[config.mk]
export PLATFORM = sky130hd
export DESIGN_NAME = crc8_checked_word_deframer_flat
export DESIGN_NICKNAME = d
export VERILOG_FILES = /design/src/rtl/core/c8wd_pkg.sv /design/src/rtl/core/c8wd_byte_if.sv /design/src/rtl/core/c8wd_word_if.sv /design/src/rtl/core/c8wd_regs.sv /design/src/rtl/core/crc8_checked_word_deframer.sv /design/src/flat_wrapper.sv
export SDC_FILE = /design/constraint.sdc
export NUM_CORES = 1
export LEC_CHECK = 0
export ABC_AREA = 1
export BUFFER_PORTS_ARGS = -buffer_cell sky130_fd_sc_hd__buf_2
export CAP_MARGIN = 0
export CORE_UTILIZATION = 40
export DETAILED_ROUTE_END_ITERATION = 10
export PLACE_DENSITY_LB_ADDON = 0.1
export SLEW_MARGIN = 10
export SYNTH_ARGS = -nofsm -noshare
export SYNTH_HDL_FRONTEND = slang
export SYNTH_SLANG_ARGS = --single-unit
export TNS_END_PERCENT = 10
[constraint.sdc]
create_clock -name i_clk -period 2 [get_ports i_clk]
set_input_delay 0.4 -clock i_clk [delete_from_list [all_inputs] [get_ports i_clk]]
set_output_delay 0.4 -clock i_clk [all_outputs]
set_load 0.01 [all_outputs]
[src/rtl/core/c8wd_pkg.sv]
package c8wd_pkg;

    // Payload widths
    localparam int BYTE_W = 8;
    localparam int WORD_W = 16;

    // Configuration port
    localparam int ADDR_W = 2;
    localparam int DATA_W = 32;
    localparam int WPR_W  = 6;

    // Register byte addresses
    localparam logic [ADDR_W-1:0] REG_WORDS_PER_READ = 2'd0;

    // Word count limits and reset value
    localparam logic [WPR_W-1:0] MAX_WORDS = 6'd32;
    localparam logic [WPR_W-1:0] WPR_RESET = 6'd1;

    // CRC-8: polynomial x^8 + x^5 + x^4 + 1, MSB first, no final xor
    localparam logic [BYTE_W-1:0] CRC_INIT = 8'hFF;
    localparam logic [BYTE_W-1:0] CRC_POLY = 8'h31;
    localparam logic [BYTE_W-1:0] CRC_TOP  = 8'h80;

    // Fold one byte into a running CRC
    function automatic logic [BYTE_W-1:0] crc8_byte(input logic [BYTE_W-1:0] crc_in,
                                                    input logic [BYTE_W-1:0] data_in);
        logic [BYTE_W-1:0] crc;
        crc = crc_in ^ data_in;
        for (int i = 0; i < BYTE_W; i++) begin
            if ((crc & CRC_TOP) != '0) begin
                crc = (crc << 1) ^ CRC_POLY;
            end else begin
                crc = crc << 1;
            end
        end
        return crc;
    endfunction

endpackage

[src/rtl/core/c8wd_byte_if.sv]
// Received byte channel
interface c8wd_byte_if;
    logic                          valid;
    logic                          ready;
    logic [c8wd_pkg::BYTE_W-1:0]   rx_byte;

    modport source (output valid, output rx_byte, input ready);
    modport sink   (input valid, input rx_byte, output ready);
endinterface

[src/rtl/core/c8wd_word_if.sv]
// Checked word channel
interface c8wd_word_if;
    logic                          valid;
    logic                          ready;
    logic [c8wd_pkg::WORD_W-1:0]   data_word;
    logic                          status;
    logic                          last;

    modport source (output valid, output data_word, output status, output last, input ready);
    modport sink   (input valid, input data_word, input status, input last, output ready);
endinterface

[src/rtl/core/c8wd_regs.sv]
// Configuration register file behind an APB-style port
module c8wd_regs (
    input  logic                          i_clk,
    input  logic                          i_rst_n,
    input  logic                          psel,
    input  logic                          penable,
    input  logic                          pwrite,
    input  logic [c8wd_pkg::ADDR_W-1:0]   paddr,
    input  logic [c8wd_pkg::DATA_W-1:0]   pwdata,
    output logic [c8wd_pkg::DATA_W-1:0]   prdata,
    output logic                          pready,
    output logic [c8wd_pkg::WPR_W-1:0]    o_words_per_read
);

    logic [c8wd_pkg::WPR_W-1:0] r_words_per_read;
    logic                       wr_en;

    assign pready = 1'b1;
    assign wr_en  = psel && penable && pwrite && pready;

    // Write the word count register
    always_ff @(posedge i_clk) begin
        if (!i_rst_n) begin
            r_words_per_read <= c8wd_pkg::WPR_RESET;
        end else if (wr_en && (paddr == c8wd_pkg::REG_WORDS_PER_READ)) begin
            r_words_per_read <= pwdata[c8wd_pkg::WPR_W-1:0];
        end
    end

    // Decode read data
    always_comb begin
        prdata = '0;
        unique case (paddr)
            c8wd_pkg::REG_WORDS_PER_READ: begin
                prdata = {{(c8wd_pkg::DATA_W-c8wd_pkg::WPR_W){1'b0}}, r_words_per_read};
            end
            default: begin
                prdata = '0;
            end
        endcase
    end

    assign o_words_per_read = r_words_per_read;

endmodule

[src/rtl/core/crc8_checked_word_deframer.sv]
// Channel   Dir  Payload                       Handshake
// i_byte    in   rx_byte[7:0]                  valid/ready
// o_word    out  data_word[15:0] status last   valid/ready
// apb       in   words_per_read at 0x0         psel/penable/pwrite, pready always high
//
// One received byte per cycle is sustained unless the output stalls. Each byte
// waits in the input register; a CRC byte moving on loads the result register.
// The CRC runs one byte per cycle into a running register, so no path folds
// more than one byte. Synchronous active-low reset clears both stages and the
// framing state. A stalled output only holds the input stage when that stage
// holds a CRC byte that produces a word.
module crc8_checked_word_deframer (
    input  logic                          i_clk,
    input  logic                          i_rst_n,
    c8wd_byte_if.sink                     i_byte,
    c8wd_word_if.source                   o_word,
    input  logic                          psel,
    input  logic                          penable,
    input  logic                          pwrite,
    input  logic [c8wd_pkg::ADDR_W-1:0]   paddr,
    input  logic [c8wd_pkg::DATA_W-1:0]   pwdata,
    output logic [c8wd_pkg::DATA_W-1:0]   prdata,
    output logic                          pready
);

    typedef enum logic [1:0] {
        PH_HIGH = 2'd0,
        PH_LOW  = 2'd1,
        PH_CRC  = 2'd2
    } t_phase;

    logic [c8wd_pkg::WPR_W-1:0]  words_per_read;
    logic [c8wd_pkg::WPR_W-1:0]  eff_words;
    logic [c8wd_pkg::WPR_W:0]    idx_plus;
    logic                        final_word;
    logic                        mismatch;
    logic                        produce;
    logic                        advance;

    logic                        r_in_valid;
    logic [c8wd_pkg::BYTE_W-1:0] r_in_byte;
    t_phase                      r_phase;
    logic [c8wd_pkg::BYTE_W-1:0] r_high;
    logic [c8wd_pkg::BYTE_W-1:0] r_low;
    logic [c8wd_pkg::BYTE_W-1:0] r_crc;
    logic [c8wd_pkg::WPR_W-1:0]  r_word_idx;
    logic                        r_discard;
    logic                        r_out_valid;
    logic [c8wd_pkg::WORD_W-1:0] r_out_word;
    logic                        r_out_status;
    logic                        r_out_last;

    c8wd_regs u_regs (
        .i_clk            (i_clk),
        .i_rst_n          (i_rst_n),
        .psel             (psel),
        .penable          (penable),
        .pwrite           (pwrite),
        .paddr            (paddr),
        .pwdata           (pwdata),
        .prdata           (prdata),
        .pready           (pready),
        .o_words_per_read (words_per_read)
    );

    // Clamp the word count to 1..MAX_WORDS
    always_comb begin
        eff_words = words_per_read;
        if (words_per_read == '0) begin
            eff_words = {{(c8wd_pkg::WPR_W-1){1'b0}}, 1'b1};
        end else if (words_per_read > c8wd_pkg::MAX_WORDS) begin
            eff_words = c8wd_pkg::MAX_WORDS;
        end
    end

    // Word position and CRC check for the byte in the input register
    assign idx_plus   = {1'b0, r_word_idx} + {{c8wd_pkg::WPR_W{1'b0}}, 1'b1};
    assign final_word = idx_plus >= {1'b0, eff_words};
    assign mismatch   = r_crc != r_in_byte;
    assign produce    = r_in_valid && (r_phase == PH_CRC) && !r_discard;
    assign advance    = r_in_valid && (!produce || !r_out_valid || o_word.ready);

    assign i_byte.ready = !r_in_valid || advance;

    // Input register: take a new byte whenever it is empty or the held one moves on
    always_ff @(posedge i_clk) begin
        if (!i_rst_n) begin
            r_in_valid <= 1'b0;
            r_in_byte  <= '0;
        end else if (i_byte.ready) begin
            r_in_valid <= i_byte.valid;
            r_in_byte  <= i_byte.rx_byte;
        end
    end

    // Framing state and result register
    always_ff @(posedge i_clk) begin
        if (!i_rst_n) begin
            r_phase      <= PH_HIGH;
            r_high       <= '0;
            r_low        <= '0;
            r_crc        <= c8wd_pkg::CRC_INIT;
            r_word_idx   <= '0;
            r_discard    <= 1'b0;
            r_out_valid  <= 1'b0;
            r_out_word   <= '0;
            r_out_status <= 1'b0;
            r_out_last   <= 1'b0;
        end else begin
            // drop the result once taken, unless a new one replaces it
            if (r_out_valid && o_word.ready && !(advance && produce)) begin
                r_out_valid <= 1'b0;
            end
            if (advance) begin
                unique case (r_phase)
                    PH_LOW: begin
                        r_low   <= r_in_byte;
                        r_crc   <= c8wd_pkg::crc8_byte(r_crc, r_in_byte);
                        r_phase <= PH_CRC;
                    end
                    PH_CRC: begin
                        r_phase    <= PH_HIGH;
                        r_word_idx <= final_word ? '0 : idx_plus[c8wd_pkg::WPR_W-1:0];
                        if (r_discard) begin
                            // swallow the rest of an aborted read
                            if (final_word) begin
                                r_discard <= 1'b0;
                            end
                        end else begin
                            r_out_valid  <= 1'b1;
                            r_out_word   <= {r_high, r_low};
                            r_out_status <= mismatch;
                            r_out_last   <= final_word || mismatch;
                            r_discard    <= mismatch && !final_word;
                        end
                    end
                    default: begin
                        r_high  <= r_in_byte;
                        r_crc   <= c8wd_pkg::crc8_byte(c8wd_pkg::CRC_INIT, r_in_byte);
                        r_phase <= PH_LOW;
                    end
                endcase
            end
        end
    end

    assign o_word.valid     = r_out_valid;
    assign o_word.data_word = r_out_word;
    assign o_word.status    = r_out_status;
    assign o_word.last      = r_out_last;

endmodule

[src/flat_wrapper.sv]
// flat-port wrapper written by rule: the top's interface ports become plain ports
module crc8_checked_word_deframer_flat 
  (i_clk, i_rst_n, psel, penable, pwrite, paddr, pwdata, prdata, pready, i_byte_valid, i_byte_rx_byte, i_byte_ready, o_word_valid, o_word_data_word, o_word_status, o_word_last, o_word_ready);
  c8wd_byte_if i_byte_i ();
  c8wd_word_if o_word_i ();
  input  logic i_clk;
  input  logic i_rst_n;
  input  logic psel;
  input  logic penable;
  input  logic pwrite;
  input  logic [c8wd_pkg::ADDR_W-1:0] paddr;
  input  logic [c8wd_pkg::DATA_W-1:0] pwdata;
  output logic [c8wd_pkg::DATA_W-1:0] prdata;
  output logic pready;
  input wire logic [$bits(i_byte_i.valid)-1:0] i_byte_valid;
  input wire logic [$bits(i_byte_i.rx_byte)-1:0] i_byte_rx_byte;
  output wire logic [$bits(i_byte_i.ready)-1:0] i_byte_ready;
  output wire logic [$bits(o_word_i.valid)-1:0] o_word_valid;
  output wire logic [$bits(o_word_i.data_word)-1:0] o_word_data_word;
  output wire logic [$bits(o_word_i.status)-1:0] o_word_status;
  output wire logic [$bits(o_word_i.last)-1:0] o_word_last;
  input wire logic [$bits(o_word_i.ready)-1:0] o_word_ready;
  assign i_byte_i.valid = i_byte_valid;
  assign i_byte_i.rx_byte = i_byte_rx_byte;
  assign i_byte_ready = i_byte_i.ready;
  assign o_word_valid = o_word_i.valid;
  assign o_word_data_word = o_word_i.data_word;
  assign o_word_status = o_word_i.status;
  assign o_word_last = o_word_i.last;
  assign o_word_i.ready = o_word_ready;
  crc8_checked_word_deframer u_core (.i_clk(i_clk), .i_rst_n(i_rst_n), .i_byte(i_byte_i), .o_word(o_word_i), .psel(psel), .penable(penable), .pwrite(pwrite), .paddr(paddr), .pwdata(pwdata), .prdata(prdata), .pready(pready));
endmodule
==> flow_summary.ini <==
[outcome]
status = finished, final reports clean

[grt]
grt_start_max_net_pins = 24
grt.total_usage = 0.178
grt-ovfl-total = 0
use_met3 = 0.0325
grt_pass1_wl_um = 13500
grtUsageMet2 = 0.290
first_global_vias = 2897
grt_util_met1 = 0.235
antenna_found_initial = 0
busiest_layer = met2

[synthesis]
ys.flop_type = dfxtp_1
ys_seq_elements = 67
synth.top_cell.area_share = 0.374
async_reset_ff_frac = 0
synth_edf_count = 0
yosysWarnings = 0
syn_inst = 487
yosysTopAreaCell = dfxtp_1
yosysUniqueCellTypes = 37
synth.area.top_cells = dfxtp_1 37%, nand2_1 8.9%, buf_4 6.9%, nor2_1 6.6%, a21oi_1 5.6%
syn_avg_cell_area_sq_um = 7.36
yosysSeqAreaShare = 0.374
post-synth-top-count-cell = nand2_1
ys_top_cells_by_count = 85 x nand2_1, 67 x dfxtp_1, 63 x nor2_1, 40 x a21oi_1, 36 x nand3_1
synth_area_sq_um = 3590

[worst_setup_path]
cpMaxStageDelayCell = dfxtp_1
cp-startpoint = u_core.r_word_idx[1]
critPathKind = flop to flop
critPathRequiredTime_ps = 2240
critPathMaxStageDelay_ps = 380
rr_startpoint = u_core.r_word_idx[1]
crit_chain = ha_1 -> nand3_1 -> xor2_2 -> ha_1 -> and3_1 -> o211ai_1 -> nand3_1 -> buf_4 -> nor2_2 -> nor2_1
critical_path_peak_fanout = 3
worstPathArrival_ps = 2190
start_kind = flop
critPathCaptureType = flop

[cts]
cts.clk_slew.worst_paths_ps = 80
clockBufferDepth = 2
htree_levels = 3
tritoncts.num_buffers = 9
clk_latency_ps = 340
cts_tree = built
cts_num_sinks = 67
clk_root_buffer_cell = clkbuf_8

[sta]
min_period_ps = 1950
grt_setup_unrepaired = true
relSlewSlack = 0.519
fmax_mhz = 512
drv_slew = 0
finalSetupViolations = 0
final.period_utilization = 0.976
hold_viol = 0
worstMarginPinSlew_ps = 720
setup-tns-final_ps = 0
timing.hold.ws_ps = 283
fin_worst_skew_ps = 8.92

[final_layout]
drive_above_1_share = 0.210
fin_nets = 592
fillers = 933
syn_to_final_growth_pct = 14.1
num_antenna_cells = 0

[power]
peakVddDrop_uv = 359
p_leak_nw = 1.93
powerDensity_nw_per_um2 = 764

[floorplanning]
rows = 34
core_area_sq_um = 8720
die_area_sq_um = 9350
die_y_um = 96.7
start_util = 0.411
io_pins = 102
chipWidth_um = 96.7

[hold_path]
hold_class = input pin to flop
worstHoldStart = i_byte_rx_byte[5]

[route]
vias_per_cell = 4.77
wl_um = 7920
drc_errors = 0
drt_first_pass_iters = 5
wl_per_cell_um = 12.2
dr.first_iter.drc_count = 93
antenna_left = 0
vias = 3085

[placement]
io_buffers = 48
place_hpwl_um = 5740
gp_congestion = 0.878

[run]
cap_violations = 0
layout by cell type (no fill, tap or decap), types with 12 or more instances in the layout:
cell,n
nand2_1,84
dfxtp_1,65
nor2_1,61
buf_2,48
a21oi_1,38
nand3_1,35
o21ai_0,33
inv_1,32
conb_1,27
xor2_1,14
buf_4,12
per-stage QoR:
step	instances	total power [mW]	area [sq um]	setup slack, ps	utilization
2_1_floorplan	512	1.82	3680	238	-
3_3_place_gp	630	1.87	3810	85.4	0.437
3_5_place_dp	630	1.88	3810	68.3	0.437
4_1_cts	646	3.16	4040	36.8	0.463
5_1_grt	647	3.29	4090	-130	0.469
6_report	647	3.12	4090	48.0	0.469
cell type report:
cell class,instances,area (sq um),share of cell area
clock buffers,9,124,0.0303
clock inverters,7,98.8,0.0242
inverters,41,156,0.0382
multi-input cells,355,1900,0.465
flip-flops and latches,67,1340,0.329
well taps,108,135,0.0330
repair buffers,60,330,0.0808
kinds of logic (layout without fill, tap and decap cells):
family | count (synthesis) | count (layout) | share of synthesized area
other | 2 | 27 | 0.00209
AND/OR/NAND/NOR | 203 | 203 | 0.255
buffers and inverters | 90 | 117 | 0.134
adder cells (fa/ha/maj) | 9 | 9 | 0.0314
AO/OA/AOI/OAI | 87 | 87 | 0.126
multiplexers | 2 | 2 | 0.00558
flip-flops | 67 | 67 | 0.374
XOR/XNOR | 27 | 27 | 0.0722
repair_timing:
action / 4_1_cts / 5_1_grt
hold buffers: 0 / 0
resized for setup: 0 / 12
setup buffers: 0 / 1
setup endpoints to repair: 0 / 8
power breakdown:
part	switching, mW	total (mW)	leakage, nW	internal (mW)
clock	0.555	1.27	0.110	0.710
combinational	0.279	0.448	1.27	0.170
sequential	0.0385	1.41	0.546	1.37
state kept, by name, summed over array words and instances, names as in the netlist, 2 cells and up:
register and cells:
u_core.r_crc 8, u_core.r_in_byte 8, u_core.r_high 8, u_core.u_regs.o_words_per_read 6, u_core.r_low 8, u_core.r_word_idx 6, u_core.o_word.data_word 16, u_core.r_phase 2
critical path: cells and delay by family, from the launching register on:
family	cells	cell delay, ps
buffers and inverters	1	160
xor gates and xnor gates	1	170
DFF	1	380
AOI/OAI and AO/OA	1	70
and+or+nand+nor	5	550
adders and majority gates	2	520
routing by layer:
metal / vias up / routed length [um]
met2: 85 / 3580
met4: 0 / 75
met5: - / 0
met3: 5 / 333
met1: 1400 / 3940
li1: 1595 / -
worst paths after layout:
check,cells past startpoint,to,slack (ps)
worst min register to register,2,u_core.r_high[7],460
worst min-delay path,3,u_core.r_in_byte[5],280
worst max-delay path,10,u_core.o_word.last,50
worst max register to register,10,u_core.o_word.last,50
Power figures use the tool's default switching activity.
